## src/hdl/pulse_width_sensor_frame_decoder_macros.svh

```systemverilog
// Assertion macros for the decoder RTL.
// Define ASSERT_OFF to compile every check away.
`ifndef PULSE_WIDTH_SENSOR_FRAME_DECODER_MACROS_SVH
`define PULSE_WIDTH_SENSOR_FRAME_DECODER_MACROS_SVH
`ifndef ASSERT_OFF
// cons must hold in the same cycle as ante
`define ASSERT_HOLDS(label, clk, rst_n, ante, cons, msg) \
	label: assert property (@(posedge clk) disable iff (!rst_n) (ante) |-> (cons)) \
		else $error(msg);
// cons must hold in the cycle after ante
`define ASSERT_NEXT(label, clk, rst_n, ante, cons, msg) \
	label: assert property (@(posedge clk) disable iff (!rst_n) (ante) |=> (cons)) \
		else $error(msg);
`else
`define ASSERT_HOLDS(label, clk, rst_n, ante, cons, msg)
`define ASSERT_NEXT(label, clk, rst_n, ante, cons, msg)
`endif
`endif

```

## src/hdl/pwsfd_pkg.sv

```systemverilog
package pwsfd_pkg;

	localparam int PULSES_PER_FRAME = 42;
	localparam int DATA_BITS        = 40;
	localparam int INDEX_W          = 6;
	localparam int COUNT_W          = 8;
	localparam int REG_INDEX_W      = 3;

	// pulse numbers within a frame
	localparam logic [INDEX_W-1:0] RESPONSE_PULSE    = INDEX_W'(1);
	localparam logic [INDEX_W-1:0] FIRST_DATA_PULSE  = INDEX_W'(2);
	localparam logic [INDEX_W-1:0] FIRST_CHECK_PULSE = INDEX_W'(2 + DATA_BITS - COUNT_W);
	localparam logic [INDEX_W-1:0] LAST_PULSE        = INDEX_W'(PULSES_PER_FRAME - 1);
	// an early end after this pulse still leaves data-byte pulses to fill
	localparam logic [INDEX_W-1:0] LAST_DATA_FILL    = INDEX_W'(2 + DATA_BITS - COUNT_W - 2);
	localparam logic [INDEX_W-1:0] FULL_FILL         = INDEX_W'(DATA_BITS);

	// operation codes
	localparam logic OP_START = 1'b0;
	localparam logic OP_PULSE = 1'b1;

	// register indexes
	localparam logic [REG_INDEX_W-1:0] REG_RESPONSE_MIN = REG_INDEX_W'(0);
	localparam logic [REG_INDEX_W-1:0] REG_RESPONSE_MAX = REG_INDEX_W'(1);
	localparam logic [REG_INDEX_W-1:0] REG_ONE_MIN      = REG_INDEX_W'(2);
	localparam logic [REG_INDEX_W-1:0] REG_ONE_MAX      = REG_INDEX_W'(3);
	localparam logic [REG_INDEX_W-1:0] REG_ZERO_MIN     = REG_INDEX_W'(4);
	localparam logic [REG_INDEX_W-1:0] REG_ZERO_MAX     = REG_INDEX_W'(5);
	localparam logic [REG_INDEX_W-1:0] REG_TIMEOUT      = REG_INDEX_W'(6);

	typedef enum logic [1:0] {
		STATUS_OK       = 2'd0,
		STATUS_CHECKSUM = 2'd1,
		STATUS_SYNC     = 2'd2,
		STATUS_SENSOR   = 2'd3
	} status_t;

	typedef struct packed {
		logic [COUNT_W-1:0] resp_lo;
		logic [COUNT_W-1:0] resp_hi;
		logic [COUNT_W-1:0] one_min;
		logic [COUNT_W-1:0] one_max;
		logic [COUNT_W-1:0] zero_min;
		logic [COUNT_W-1:0] zero_max;
		logic [COUNT_W-1:0] timeout;
	} cfg_t;

	localparam cfg_t CFG_RESET = '{
		resp_lo:      COUNT_W'(145),
		resp_hi:      COUNT_W'(180),
		one_min:      COUNT_W'(100),
		one_max:      COUNT_W'(140),
		zero_min:     COUNT_W'(60),
		zero_max:     COUNT_W'(95),
		timeout:      COUNT_W'(200)
	};

	// window decisions for one interval, plus how a missing pulse decodes
	typedef struct packed {
		logic data_one;
		logic bad;
		logic response_hit;
		logic timeout_hit;
		logic fill_one;
		logic fill_bad;
		logic fill_response;
	} class_t;

	typedef struct packed {
		logic [DATA_BITS-1:0] bits;
		logic                 response_ok;
		logic                 data_bad;
		logic                 check_bad;
	} frame_t;

	typedef struct packed {
		logic               active;
		logic [INDEX_W-1:0] index;
	} frame_state_t;

endpackage

```

## src/hdl/pwsfd_classify.sv

```systemverilog
module pwsfd_classify (
	input  pwsfd_pkg::cfg_t                    cfg,
	input  logic [pwsfd_pkg::COUNT_W-1:0]      interval,
	output pwsfd_pkg::class_t                  cls
);

	logic in_one;
	logic in_zero;

	assign in_one  = (interval >= cfg.one_min) && (interval <= cfg.one_max);
	assign in_zero = (interval >= cfg.zero_min) && (interval <= cfg.zero_max);

	always_comb begin
		cls.data_one     = in_one;
		cls.bad          = !in_one && !in_zero;
		cls.response_hit = (interval >= cfg.resp_lo) && (interval <= cfg.resp_hi);
		cls.timeout_hit  = interval >= cfg.timeout;
		// a missing pulse is a zero count, which sits in a window only if its low end is zero
		cls.fill_one      = cfg.one_min == '0;
		cls.fill_bad      = (cfg.one_min != '0) && (cfg.zero_min != '0);
		cls.fill_response = cfg.resp_lo == '0;
	end

endmodule

```

## src/hdl/pwsfd_frame.sv

```systemverilog
module pwsfd_frame (
	input  logic                    clk,
	input  logic                    arst_n,
	input  logic                    fire,
	input  logic                    operation,
	input  pwsfd_pkg::class_t       cls,
	input  logic                    take,
	output logic                    ready,
	output logic                    snap_valid,
	output pwsfd_pkg::frame_t       snap,
	output pwsfd_pkg::frame_state_t state
);

	logic                                active_q;
	logic [pwsfd_pkg::INDEX_W-1:0]       index_q;
	pwsfd_pkg::frame_t                   frame_q;
	logic                                snap_valid_s2;
	pwsfd_pkg::frame_t                   snap_s2;

	logic                                is_data;
	logic                                is_check;
	logic                                last;
	logic [pwsfd_pkg::INDEX_W-1:0]       fill_n;
	logic [pwsfd_pkg::DATA_BITS-1:0]     bits_one;
	logic [pwsfd_pkg::DATA_BITS-1:0]     fill_mask;
	pwsfd_pkg::frame_t                   nxt;

	always_comb begin
		is_data  = index_q >= pwsfd_pkg::FIRST_DATA_PULSE;
		is_check = index_q >= pwsfd_pkg::FIRST_CHECK_PULSE;
		last     = cls.timeout_hit || (index_q == pwsfd_pkg::LAST_PULSE);

		// number of data pulses still missing after this one on an early end
		if (index_q == '0) begin
			fill_n = pwsfd_pkg::FULL_FILL;
		end else begin
			fill_n = pwsfd_pkg::LAST_PULSE - index_q;
		end

		bits_one  = is_data ? {frame_q.bits[pwsfd_pkg::DATA_BITS-2:0], cls.data_one}
		                    : frame_q.bits;
		fill_mask = ~({pwsfd_pkg::DATA_BITS{1'b1}} << fill_n);

		nxt = frame_q;
		if (cls.timeout_hit) begin
			nxt.bits = (bits_one << fill_n) | (cls.fill_one ? fill_mask : '0);
		end else begin
			nxt.bits = bits_one;
		end

		if (index_q == pwsfd_pkg::RESPONSE_PULSE) begin
			nxt.response_ok = cls.response_hit;
		end else if (index_q == '0 && cls.timeout_hit) begin
			nxt.response_ok = cls.fill_response;
		end

		nxt.data_bad = frame_q.data_bad
			| (is_data && !is_check && cls.bad)
			| (cls.timeout_hit && cls.fill_bad && index_q <= pwsfd_pkg::LAST_DATA_FILL);
		nxt.check_bad = frame_q.check_bad
			| (is_check && cls.bad)
			| (cls.timeout_hit && cls.fill_bad && fill_n != '0);
	end

	always_ff @(posedge clk or negedge arst_n) begin
		if (!arst_n) begin
			active_q <= 1'b0;
			index_q  <= '0;
			frame_q  <= '0;
		end else if (fire) begin
			if (operation == pwsfd_pkg::OP_START) begin
				active_q <= 1'b1;
				index_q  <= '0;
				frame_q  <= '0;
			end else if (active_q) begin
				frame_q <= nxt;
				if (last) begin
					active_q <= 1'b0;
					index_q  <= '0;
				end else begin
					index_q <= index_q + 1'b1;
				end
			end
		end
	end

	always_ff @(posedge clk or negedge arst_n) begin
		if (!arst_n) begin
			snap_valid_s2 <= 1'b0;
		end else if (fire && operation == pwsfd_pkg::OP_PULSE && active_q && last) begin
			snap_valid_s2 <= 1'b1;
		end else if (take) begin
			snap_valid_s2 <= 1'b0;
		end
	end

	always_ff @(posedge clk) begin
		if (fire && active_q && last) begin
			snap_s2 <= nxt;
		end
	end

	assign ready        = !snap_valid_s2 || take;
	assign snap_valid   = snap_valid_s2;
	assign snap         = snap_s2;
	assign state.active = active_q;
	assign state.index  = index_q;

endmodule

```

## src/hdl/pwsfd_result.sv

```systemverilog
module pwsfd_result (
	input  logic                          clk,
	input  logic                          arst_n,
	input  logic                          snap_valid,
	input  pwsfd_pkg::frame_t             snap,
	output logic                          take,
	output logic                          out_valid,
	input  logic                          out_ready,
	output logic [1:0]                    status,
	output logic [pwsfd_pkg::COUNT_W-1:0] humidity,
	output logic [pwsfd_pkg::COUNT_W-1:0] temperature
);

	logic [pwsfd_pkg::COUNT_W-1:0] b0, b1, b2, b3, b4;
	logic [pwsfd_pkg::COUNT_W-1:0] sum;
	pwsfd_pkg::status_t            st;
	logic                          open;

	logic                          out_valid_q;
	pwsfd_pkg::status_t            status_q;
	logic [pwsfd_pkg::COUNT_W-1:0] humidity_q;
	logic [pwsfd_pkg::COUNT_W-1:0] temperature_q;

	always_comb begin
		b0  = snap.bits[39:32];
		b1  = snap.bits[31:24];
		b2  = snap.bits[23:16];
		b3  = snap.bits[15:8];
		b4  = snap.bits[7:0];
		sum = b0 + b1 + b2 + b3;

		if (!snap.response_ok) begin
			st = pwsfd_pkg::STATUS_SENSOR;
		end else if (snap.data_bad) begin
			st = pwsfd_pkg::STATUS_SYNC;
		end else if (snap.check_bad || sum != b4) begin
			st = pwsfd_pkg::STATUS_CHECKSUM;
		end else begin
			st = pwsfd_pkg::STATUS_OK;
		end
	end

	assign open = !out_valid_q || out_ready;
	assign take = snap_valid && open;

	always_ff @(posedge clk or negedge arst_n) begin
		if (!arst_n) begin
			out_valid_q <= 1'b0;
		end else if (open) begin
			out_valid_q <= snap_valid;
		end
	end

	always_ff @(posedge clk) begin
		if (take) begin
			status_q <= st;
			if (st == pwsfd_pkg::STATUS_SYNC || st == pwsfd_pkg::STATUS_SENSOR) begin
				humidity_q    <= '0;
				temperature_q <= '0;
			end else begin
				humidity_q    <= b0;
				temperature_q <= b2;
			end
		end
	end

	assign out_valid   = out_valid_q;
	assign status      = status_q;
	assign humidity    = humidity_q;
	assign temperature = temperature_q;

endmodule

```

## src/hdl/pulse_width_sensor_frame_decoder.sv

```systemverilog
// Channel  Handshake              Payload
// in       in_valid / in_ready    operation[0:0], interval[7:0]
// out      out_valid / out_ready  status[1:0], humidity[7:0], temperature[7:0]
// cfg      cfg_write              cfg_index[2:0], cfg_data[7:0]
//
// One item per cycle, sustained while out is not stalled: input register, frame update, result register.
// A frame's result passes from the input register through the frame snapshot into the result register on out.
// arst_n clears frame state and loads the default windows; no clearing pass.
// A stall on out backs up through the three registers; in_ready drops only
// when all of them hold an item.
`include "pulse_width_sensor_frame_decoder_macros.svh"

module pulse_width_sensor_frame_decoder (
	input  logic                              clk,
	input  logic                              arst_n,
	input  logic                              in_valid,
	output logic                              in_ready,
	input  logic                              operation,
	input  logic [pwsfd_pkg::COUNT_W-1:0]     interval,
	output logic                              out_valid,
	input  logic                              out_ready,
	output logic [1:0]                        status,
	output logic [pwsfd_pkg::COUNT_W-1:0]     humidity,
	output logic [pwsfd_pkg::COUNT_W-1:0]     temperature,
	input  logic                              cfg_write,
	input  logic [pwsfd_pkg::REG_INDEX_W-1:0] cfg_index,
	input  logic [pwsfd_pkg::COUNT_W-1:0]     cfg_data
);

	// window registers
	pwsfd_pkg::cfg_t cfg_q;

	// input register
	logic                          valid_s1;
	logic                          op_s1;
	logic [pwsfd_pkg::COUNT_W-1:0] interval_s1;
	logic                          s1_fire;

	// frame stage
	pwsfd_pkg::class_t       cls;
	logic                    s2_ready;
	logic                    snap_valid;
	pwsfd_pkg::frame_t       snap;
	pwsfd_pkg::frame_state_t frame_state;
	logic                    take;

	// check terms
	logic                    s1_start;
	logic                    frame_fresh;
	logic                    err_out;
	logic                    bytes_zero;

	always_ff @(posedge clk or negedge arst_n) begin
		if (!arst_n) begin
			cfg_q <= pwsfd_pkg::CFG_RESET;
		end else if (cfg_write) begin
			case (cfg_index)
				pwsfd_pkg::REG_RESPONSE_MIN: cfg_q.resp_lo      <= cfg_data;
				pwsfd_pkg::REG_RESPONSE_MAX: cfg_q.resp_hi      <= cfg_data;
				pwsfd_pkg::REG_ONE_MIN:      cfg_q.one_min      <= cfg_data;
				pwsfd_pkg::REG_ONE_MAX:      cfg_q.one_max      <= cfg_data;
				pwsfd_pkg::REG_ZERO_MIN:     cfg_q.zero_min     <= cfg_data;
				pwsfd_pkg::REG_ZERO_MAX:     cfg_q.zero_max     <= cfg_data;
				pwsfd_pkg::REG_TIMEOUT:      cfg_q.timeout      <= cfg_data;
				default: ; // unused index, write dropped
			endcase
		end
	end

	// input register moves whenever the frame stage can take its item
	assign s1_fire  = valid_s1 && s2_ready;
	assign in_ready = !valid_s1 || s2_ready;

	always_ff @(posedge clk or negedge arst_n) begin
		if (!arst_n) begin
			valid_s1 <= 1'b0;
		end else if (in_ready) begin
			valid_s1 <= in_valid;
		end
	end

	always_ff @(posedge clk) begin
		if (in_ready && in_valid) begin
			op_s1       <= operation;
			interval_s1 <= interval;
		end
	end

	pwsfd_classify u_classify (
		.cfg      (cfg_q),
		.interval (interval_s1),
		.cls      (cls)
	);

	// pulse counter, shift register and error flags; latches the finished frame
	pwsfd_frame u_frame (
		.clk        (clk),
		.arst_n     (arst_n),
		.fire       (s1_fire),
		.operation  (op_s1),
		.cls        (cls),
		.take       (take),
		.ready      (s2_ready),
		.snap_valid (snap_valid),
		.snap       (snap),
		.state      (frame_state)
	);

	// checksum, status priority and the result register
	pwsfd_result u_result (
		.clk         (clk),
		.arst_n      (arst_n),
		.snap_valid  (snap_valid),
		.snap        (snap),
		.take        (take),
		.out_valid   (out_valid),
		.out_ready   (out_ready),
		.status      (status),
		.humidity    (humidity),
		.temperature (temperature)
	);

	assign s1_start    = s1_fire && op_s1 == pwsfd_pkg::OP_START;
	assign frame_fresh = frame_state.active && frame_state.index == '0;
	assign err_out     = out_valid
		&& (status == pwsfd_pkg::STATUS_SYNC || status == pwsfd_pkg::STATUS_SENSOR);
	assign bytes_zero  = humidity == '0 && temperature == '0;

	`ASSERT_HOLDS(a_stall_full, clk, arst_n, !in_ready, valid_s1 && snap_valid, "in stalled")
	`ASSERT_NEXT(a_start_opens, clk, arst_n, s1_start, frame_fresh, "start did not open frame")
	`ASSERT_HOLDS(a_end_closes, clk, arst_n, $rose(snap_valid), !frame_state.active, "frame open")
	`ASSERT_HOLDS(a_err_zero, clk, arst_n, err_out, bytes_zero, "error result carries data")

endmodule
```

## config.mk

```make
export PLATFORM = sky130hd
export DESIGN_NAME = pulse_width_sensor_frame_decoder
export DESIGN_NICKNAME = d
export VERILOG_FILES = /design/src/hdl/pwsfd_pkg.sv /design/src/hdl/pwsfd_classify.sv /design/src/hdl/pwsfd_frame.sv /design/src/hdl/pwsfd_result.sv /design/src/hdl/pulse_width_sensor_frame_decoder.sv
export VERILOG_INCLUDE_DIRS = /design/src /design/src/hdl
export SDC_FILE = /design/constraint.sdc
export NUM_CORES = 1
export LEC_CHECK = 0
export BUFFER_PORTS_ARGS = -buffer_cell sky130_fd_sc_hd__buf_2
export CORE_MARGIN = 2
export CORE_UTILIZATION = 30
export CTS_CLUSTER_DIAMETER = 120
export DETAILED_ROUTE_END_ITERATION = 16
export GPL_ROUTABILITY_DRIVEN = 1
export MAX_ROUTING_LAYER = met4
export PLACE_DENSITY = 0.54
export SLEW_MARGIN = 25
export SYNTH_ARGS = -nofsm -noshare
export SYNTH_HDL_FRONTEND = slang
export SYNTH_SLANG_ARGS = --single-unit
```

## constraint.sdc

```tcl
create_clock -name clk -period 12 [get_ports clk]
set_input_delay 0 -clock clk [delete_from_list [all_inputs] [get_ports clk]]
set_output_delay 0 -clock clk [all_outputs]
set_load 0.005 [all_outputs]
```

==> results.json, run 1 <==
{
  "ys.flop_type": "dfrtp_1",
  "layout_common_cells": "157 x nand2_1, 101 x o21ai_0, 97 x a21oi_1",
  "grt_pass1_vias": 11285,
  "p_per_area_mw_per_mm2": 210.8,
  "syn-instance-count": 1402,
  "fmaxAchievable_mhz": 187.3,
  "synth-async-reset-ratio_pct": 60.89,
  "drv_cap": 0,
  "synth_mux_area_share_pct": 4.436,
  "status": "finished, final reports clean",
  "synth_area_mm2": 0.01266,
  "critPathRequiredTime_ps": 12180,
  "ir_worst_vdd_mv": 0.1018,
  "cts_tree": "yes",
  "leakagePower_nw": 5.557,
  "dr.pass1.iters": 6,
  "clk_latency_ps": 470,
  "relSlewSlack_pct": 30.23,
  "die_area_mm2": 0.04388,
  "crit_start": "u_frame.index_q[1]$_DFFE_PN0P_",
  "min_path_type": "in -> reg",
  "yosys.area_share.xor_xnor_pct": 1.521,
  "post-cts-setup-buffer-count": 0,
  "hold_ws_ps": 58.17,
  "drive_above_1_share_pct": 13.51,
  "syn_nets": 1512,
  "min_path_cells": 5,
  "via_per_inst": 5.928,
  "cts_buffers": 17,
  "synth-simple-area-share_pct": 16.05,
  "power.total_mw": 2.997,
  "slowest_stage": "nor2_1",
  "coreArea_mm2": 0.04185,
  "worst_setup_path_end_kind": "register",
  "synth-adder-area-share_pct": 9.227,
  "finish.instance_area_mm2": 0.01422,
  "ys_types": 83,
  "timing.rr.start": "u_frame.index_q[1]$_DFFE_PN0P_",
  "crit_buf_inv": 2,
  "min_period_ps": 5338,
  "dp_slack_ps": 6814,
  "vias": 11707,
  "initial_core_util_pct": 30.26,
  "clock-sinks": 179,
  "synth_edf_count": 70,
  "path_max_fanout": 32,
  "grt_max_degree": 65,
  "rrSetupSlack_ps": 6660,
  "die_y_um": 209.5,
  "arrival_ps": 5520,
  "path_cells": "clkinv_1, ha_1, or2_2, o21a_1, buf_4, nor2_1, nand2_1, nor2_1, a2111oi_0, a311oi_1, a21oi_1",
  "ys_seq_elements": 179,
  "grt_pass1_wl_um": 71620,
  "drt_wl_total_um": 47700,
  "synth_compound_area_share_pct": 25.18,
  "synth_top_area_share_pct": 16.60,
  "max_stage_delay_ps": 850,
  "hold_start": "cfg_index[0]",
  "diodes": 0,
  "finalHoldViolCount": 0,
  "grt_use_total_pct": 22.53,
  "layout.cells.non_filler": 1975,
  "ys.warnings.count": 0,
  "syn_area_per_cell_um2": 9.033,
  "port_buffers": 44,
  "yosysSeqAreaShare_pct": 38.39,
  "antenna_found_initial": 0,
  "area_delta_synth_final_pct": 12.26,
  "routedWlPerCell_um": 24.15,
  "path_class": "reg -> reg",
  "crit_path_start_kind": "register",
  "tightest_slew_ps": 1043,
  "rr_endpoint": "u_frame.snap[35]$_DFFE_PP_",
  "cts_htree_levels": 4,
  "reg2regPathDepth": 11,
  "postRouteAntennaNets": 0,
  "m1WireLength_um": 20590,
  "clk_path_buf_depth": 2,
  "post-route-period-util_pct": 44.48,
  "synth_top_area_cell": "edfxtp_1",
  "rows": 75,
  "final.setup.worst_slack_ps": 6662,
  "final_core_util_pct": 33.97,
  "clkTransAtPathRegs_ps": 70,
  "die_w_um": 209.5,
  "rsz0062_at_grt": "no",
  "placedCellCount": 1922,
  "hold_end": "cfg_q[20]$_DFFE_PN1P_",
  "drc": 0,
  "slew_violations": 0,
  "grt_overflow": 0,
  "dp_hpwl_um": 33630,
  "met3_length_um": 3281,
  "final_nets": 1533,
  "io-pin-count": 45,
  "crit_path_frequent_cell": "nor2_1",
  "drt_iter0_markers": 1328,
  "setup_viol": 0,
  "clockRootBuffer": "clkbuf_16",
  "setup-tns-final_ps": 0,
  "met2WireLength_um": 21950,
  "clock_skew_ps": 14.43,
  "routabilityCongestion": 1.001,
  "critPathTopFamily": "simple AND/OR/NAND/NOR gates",
  "nFillCells": 4295,
  "synth_top_family_by_area": "compound AO/OA/AOI/OAI gates",
  "highest_layer": "met4",
  "dpl-instance-area_mm2": 0.01344,
  "layout_commonest_cell": "nand2_1",
  "synthTopCellsByArea": "edfxtp_1 17%, dfrtp_1 16%, ha_1 7.0%, dfstp_2 5.4%, nand2_1 4.7%"
}
==> timing repair <==
item	in CTS	in global routing
gates resized for setup	0	0
endpoints found under the hold margin	104	0
hold buffers	21	0
==> area by class of cell <==
type	instances	area, um^2	area share [%]
tap	539	674.4	4.743
inverter	70	262.8	1.848
sequential	179	4862	34.20
multi-input combinational	1063	7213	50.73
clock buffer	20	436.7	3.071
clock inverter	12	132.6	0.9328
timing repair buffer	92	635.6	4.471
==> worst max path at each step <==
| stage | cells after the start | to |
|---|---|---|
| detailed placement | 11 | u_frame.snap[35]$_DFFE_PP_ |
| global route | 11 | u_frame.snap[35]$_DFFE_PP_ |
| CTS | 11 | u_frame.snap[35]$_DFFE_PP_ |
| global placement | 11 | u_frame.snap[36]$_DFFE_PP_ |
| floorplan | 9 | u_frame.snap[0]$_DFFE_PP_ |
| finish | 11 | u_frame.snap[35]$_DFFE_PP_ |
==> where the power goes <==
part	internal, mW	leakage (nW)	switching (mW)
combinational	0.548	3.27	0.957
clock	0.308	0.278	0.262
sequential	0.781	2.01	0.140
==> state kept, by name, indices dropped and copies added, names as in the netlist <==
signal	cells
u_frame.frame_q	43
u_frame.snap_valid	1
valid_s1	1
u_frame.index_q	6
u_result.out_valid	1
u_result.humidity	8
cfg_q	56
u_result.status	2
u_frame.snap	43
op_s1	1
u_result.temperature	8
interval_s1	8
u_frame.active_q	1
==> cell families after synthesis <==
family | count (synthesis)
buffers and inverters | 160
multiplexers | 51
adder cells (fa/ha/maj) | 85
XOR/XNOR | 22
AND/OR/NAND/NOR | 428
flip-flops | 179
AO/OA/AOI/OAI | 477
==> routing by layer <==
| layer | vias to the layer above | track usage [%] |
|---|---|---|
| met4 | 0 | 8.731 |
| met3 | 119 | 3.786 |
| met1 | 5782 | 28.98 |
| met2 | 505 | 35.57 |
| met5 | - | - |
| li1 | 5301 | - |
==> Yosys cell counts, types with 10 or more instances <==
| library cell | count |
|---|---|
| a211oi_1 | 26 |
| a21o_1 | 19 |
| a21oi_1 | 100 |
| a22o_1 | 30 |
| a31oi_1 | 23 |
| a32oi_1 | 11 |
| and2_1 | 22 |
| and3_1 | 11 |
| clkbuf_1 | 71 |
| dfrtp_1 | 83 |
| dfstp_2 | 26 |
| edfxtp_1 | 70 |
| fa_1 | 14 |
| ha_1 | 71 |
| inv_1 | 69 |
| mux2_2 | 31 |
| mux2i_1 | 19 |
| nand2_1 | 157 |
| nand2b_1 | 11 |
| nand3_1 | 18 |
| nor2_1 | 76 |
| nor2b_1 | 11 |
| nor3_1 | 82 |
| nor4_1 | 13 |
| o211ai_1 | 11 |
| o21ai_0 | 103 |
| o221ai_1 | 10 |
| o22ai_1 | 44 |
| o31ai_1 | 11 |
| xnor2_1 | 17 |
==> worst register-to-register path, delay by kind of cell, from the launching register on <==
family | cells | cell delay [ps]
adder cells (fa/ha/maj) | 1 | 390
flip-flops | 1 | 810
AND/OR/NAND/NOR | 4 | 2190
AO/OA/AOI/OAI | 4 | 880
buffers and inverters | 2 | 760
(Power assumes the default switching activity.)
==> run 2: changes to the inputs <==
- ABC_AREA: not set -> 1
- PLACE_DENSITY: 0.54 -> 0.55
- clock period: 12 -> 4.3 ns (I/O delays scaled with it)
==> run 2 against run 1 <==
Sequential share of layout area is 0.89 points lower. Register-to-register slack worse by 6100 ps. Count of clock-buffer cells in the layout is 3 lower. Routed wire length is 6.2% lower. Critical path depth is 4 higher. Worst setup slack worse by 6100 ps. Cell area is 2.7% higher. Via count is 0.73% higher. Clock power grew to 2.9 times the previous value. Critical endpoint is now u_frame.snap[42]$_DFFE_PP_. Die area is 2.6% higher. Clock skew hardly changed. First-iteration DRC count is 28% lower.
==> results.json, run 2 <==
{
  "status": "finished, final reports clean",
  "clk_latency_ps": 480,
  "endpoint": "u_frame.snap[42]$_DFFE_PP_",
  "clockRootBuffer": "clkbuf_16",
  "worst_setup_path_end_kind": "register",
  "die_area_mm2": 0.04503,
  "grt_max_degree": 72,
  "reg2regPathDepth": 15,
  "drt_iter0_markers": 959,
  "drv_cap": 0,
  "synth_top_area_cell": "edfxtp_1",
  "drc": 0,
  "power.total_mw": 7.062,
  "rows": 76,
  "initial_core_util_pct": 30.32,
  "synth_edf_count": 70,
  "syn_nets": 1854,
  "antenna_found_initial": 0,
  "routedWlPerCell_um": 18.82,
  "tightest_slew_ps": 1005,
  "rrSetupSlack_ps": 600,
  "finish.instance_area_mm2": 0.01460,
  "via_per_inst": 4.959,
  "ys_seq_elements": 179,
  "post-route-period-util_pct": 86.12,
  "met3_length_um": 2900,
  "ys_types": 61,
  "diodes": 0,
  "dr.pass1.iters": 7,
  "cts_buffers": 17,
  "area_delta_synth_final_pct": 12.26,
  "final_nets": 1890,
  "port_buffers": 44,
  "arrival_ps": 3930,
  "largest_register": "cfg_q",
  "setup_viol": 0,
  "hold_ws_ps": 86.52,
  "grt_pass1_wl_um": 69020,
  "path_max_fanout": 16,
  "synth_top_area_share_pct": 16.16,
  "min_period_ps": 3703,
  "die_y_um": 212.2,
  "p_per_area_mw_per_mm2": 483.7,
  "layout.cells.non_filler": 2378,
  "slew_violations": 0,
  "ys.flop_type": "dfrtp_1",
  "crit_path_start_kind": "register",
  "post-cts-setup-buffer-count": 0,
  "clock_skew_ps": 14.33,
  "layout_common_cells": "518 x nand2_1, 204 x nand3_1, 200 x inv_1",
  "m1WireLength_um": 20250,
  "grt_pass1_vias": 11573,
  "synthTopCellsByArea": "edfxtp_1 16%, dfrtp_1 16%, nand2_1 15%, nand3_1 7.9%, ha_1 6.8%",
  "rr_endpoint": "u_frame.snap[42]$_DFFE_PP_",
  "fmaxAchievable_mhz": 270.0,
  "largest_reg_flops": 56,
  "grt_overflow": 0,
  "rsz0062_at_grt": "no",
  "cts_tree": "yes",
  "cts_htree_levels": 4,
  "coreArea_mm2": 0.04289,
  "dpl-instance-area_mm2": 0.01378,
  "crit_start": "u_frame.index_q[1]$_DFFE_PN0P_",
  "syn_area_per_cell_um2": 7.456,
  "routabilityCongestion": 0.9717,
  "ctsHoldBuffers": 21,
  "layout_commonest_cell": "nand2_1",
  "met2WireLength_um": 20100,
  "finalHoldViolCount": 0,
  "setup-tns-final_ps": 0,
  "drt_wl_total_um": 44750,
  "relSlewSlack_pct": 33.00,
  "drive_above_1_share_pct": 11.49,
  "clock-sinks": 179,
  "syn-instance-count": 1744,
  "placedCellCount": 2325,
  "ir_worst_vdd_mv": 0.2385,
  "synth_area_mm2": 0.01300,
  "timing.rr.start": "u_frame.index_q[1]$_DFFE_PN0P_",
  "min_path_type": "in -> async",
  "leakagePower_nw": 6.672,
  "vias": 11792,
  "die_w_um": 212.2,
  "dp_hpwl_um": 33830,
  "synth-async-reset-ratio_pct": 60.89,
  "post_cts_resized": 0,
  "io-pin-count": 45,
  "synthTopCellsByCount": "518 x nand2_1, 204 x nand3_1, 200 x inv_1",
  "clk_path_buf_depth": 2,
  "yosysSeqAreaShare_pct": 37.39,
  "highest_layer": "met4",
  "yosysMostFrequentCell": "nand2_1",
  "clkTransAtPathRegs_ps": 80,
  "critPathRequiredTime_ps": 4520,
  "grt_use_total_pct": 21.26,
  "postRouteAntennaNets": 0,
  "ys.warnings.count": 0,
  "path_class": "reg -> reg"
}
run 2: changes by cell type after synthesis, moves of 24 or more:
| cell | previous run | this run |
|---|---|---|
| clkbuf_1 | 71 | 27 |
| nor3_1 | 82 | 4 |
| mux2_2 | 31 | 0 |
| a211oi_1 | 26 | 2 |
| inv_1 | 69 | 200 |
| o22ai_1 | 44 | 0 |
| a21oi_1 | 100 | 62 |
| nand2_1 | 157 | 518 |
| a22o_1 | 30 | 1 |
| nand3_1 | 18 | 204 |
| o21ai_1 | 5 | 45 |
run 2: stage by stage:
stage	setup WS, ps	util, %
6_report	597.0	34.04
5_1_grt	510.2	34.04
4_1_cts	733.8	34.03
3_5_place_dp	748.5	32.13
3_3_place_gp	781.1	32.11
2_1_floorplan	970.4	-
run 2: cell type report:
| class | count | area (um^2) |
|---|---|---|
| sequential | 179 | 4862 |
| tap | 585 | 732.0 |
| clock buffer | 17 | 425.4 |
| clock inverter | 15 | 178.9 |
| multi-input combinational | 1283 | 6980 |
| fill | 4556 | 28290 |
| timing repair buffer | 86 | 619.3 |
| inverter | 213 | 799.5 |
run 2: cells by family after synthesis:
family | after synthesis | share of synthesized area, %
simple gates | 878 | 29.32
compound gates | 300 | 13.90
buf+inv | 282 | 9.045
flops | 179 | 37.39
fa+ha+maj | 85 | 8.987
xor+xnor | 19 | 1.280
mux | 1 | 0.07698
run 2: power by group:
part | switching, mW | total (mW) | internal (mW)
logic | 2.04 | 3.09 | 1.05
registers | 0.195 | 2.33 | 2.14
clock network | 0.799 | 1.63 | 0.835
total | 3.04 | 7.06 | 4.03
run 2: how the worst min path moves through the flow:
stage | endpoint | slack [ps] | depth (start not counted)
final | cfg_q[13]$_DFFE_PN0P_ | 90 | 2
after global routing | cfg_q[13]$_DFFE_PN0P_ | 140 | 2
after CTS | cfg_q[10]$_DFFE_PN1P_ | 140 | 4
after detailed placement | interval_s1[4]$_DFFE_PP_ | 180 | 1
after global placement | interval_s1[4]$_DFFE_PP_ | 180 | 1
after floorplan | cfg_q[0]$_DFFE_PN0P_ | -300 | 0
run 2: critical path, cell delays in order, from the launching register on:
cell and delay, ps:
dfrtp_1 600, inv_2 180, ha_1 280, xnor2_1 320, nand2_2 260, buf_4 300, nor2_4 270, inv_2 150
nor2_1 440, nand3_1 190, nand2_1 100, inv_1 40, nand2_1 50, inv_1 40, nand2_1 110, a21boi_1 100
run 2: routing by layer:
metal,up-vias,global-route usage (%)
met5,-,-
met4,0,8.354
met3,69,4.889
met2,395,32.63
met1,5507,27.14
li1,5821,-
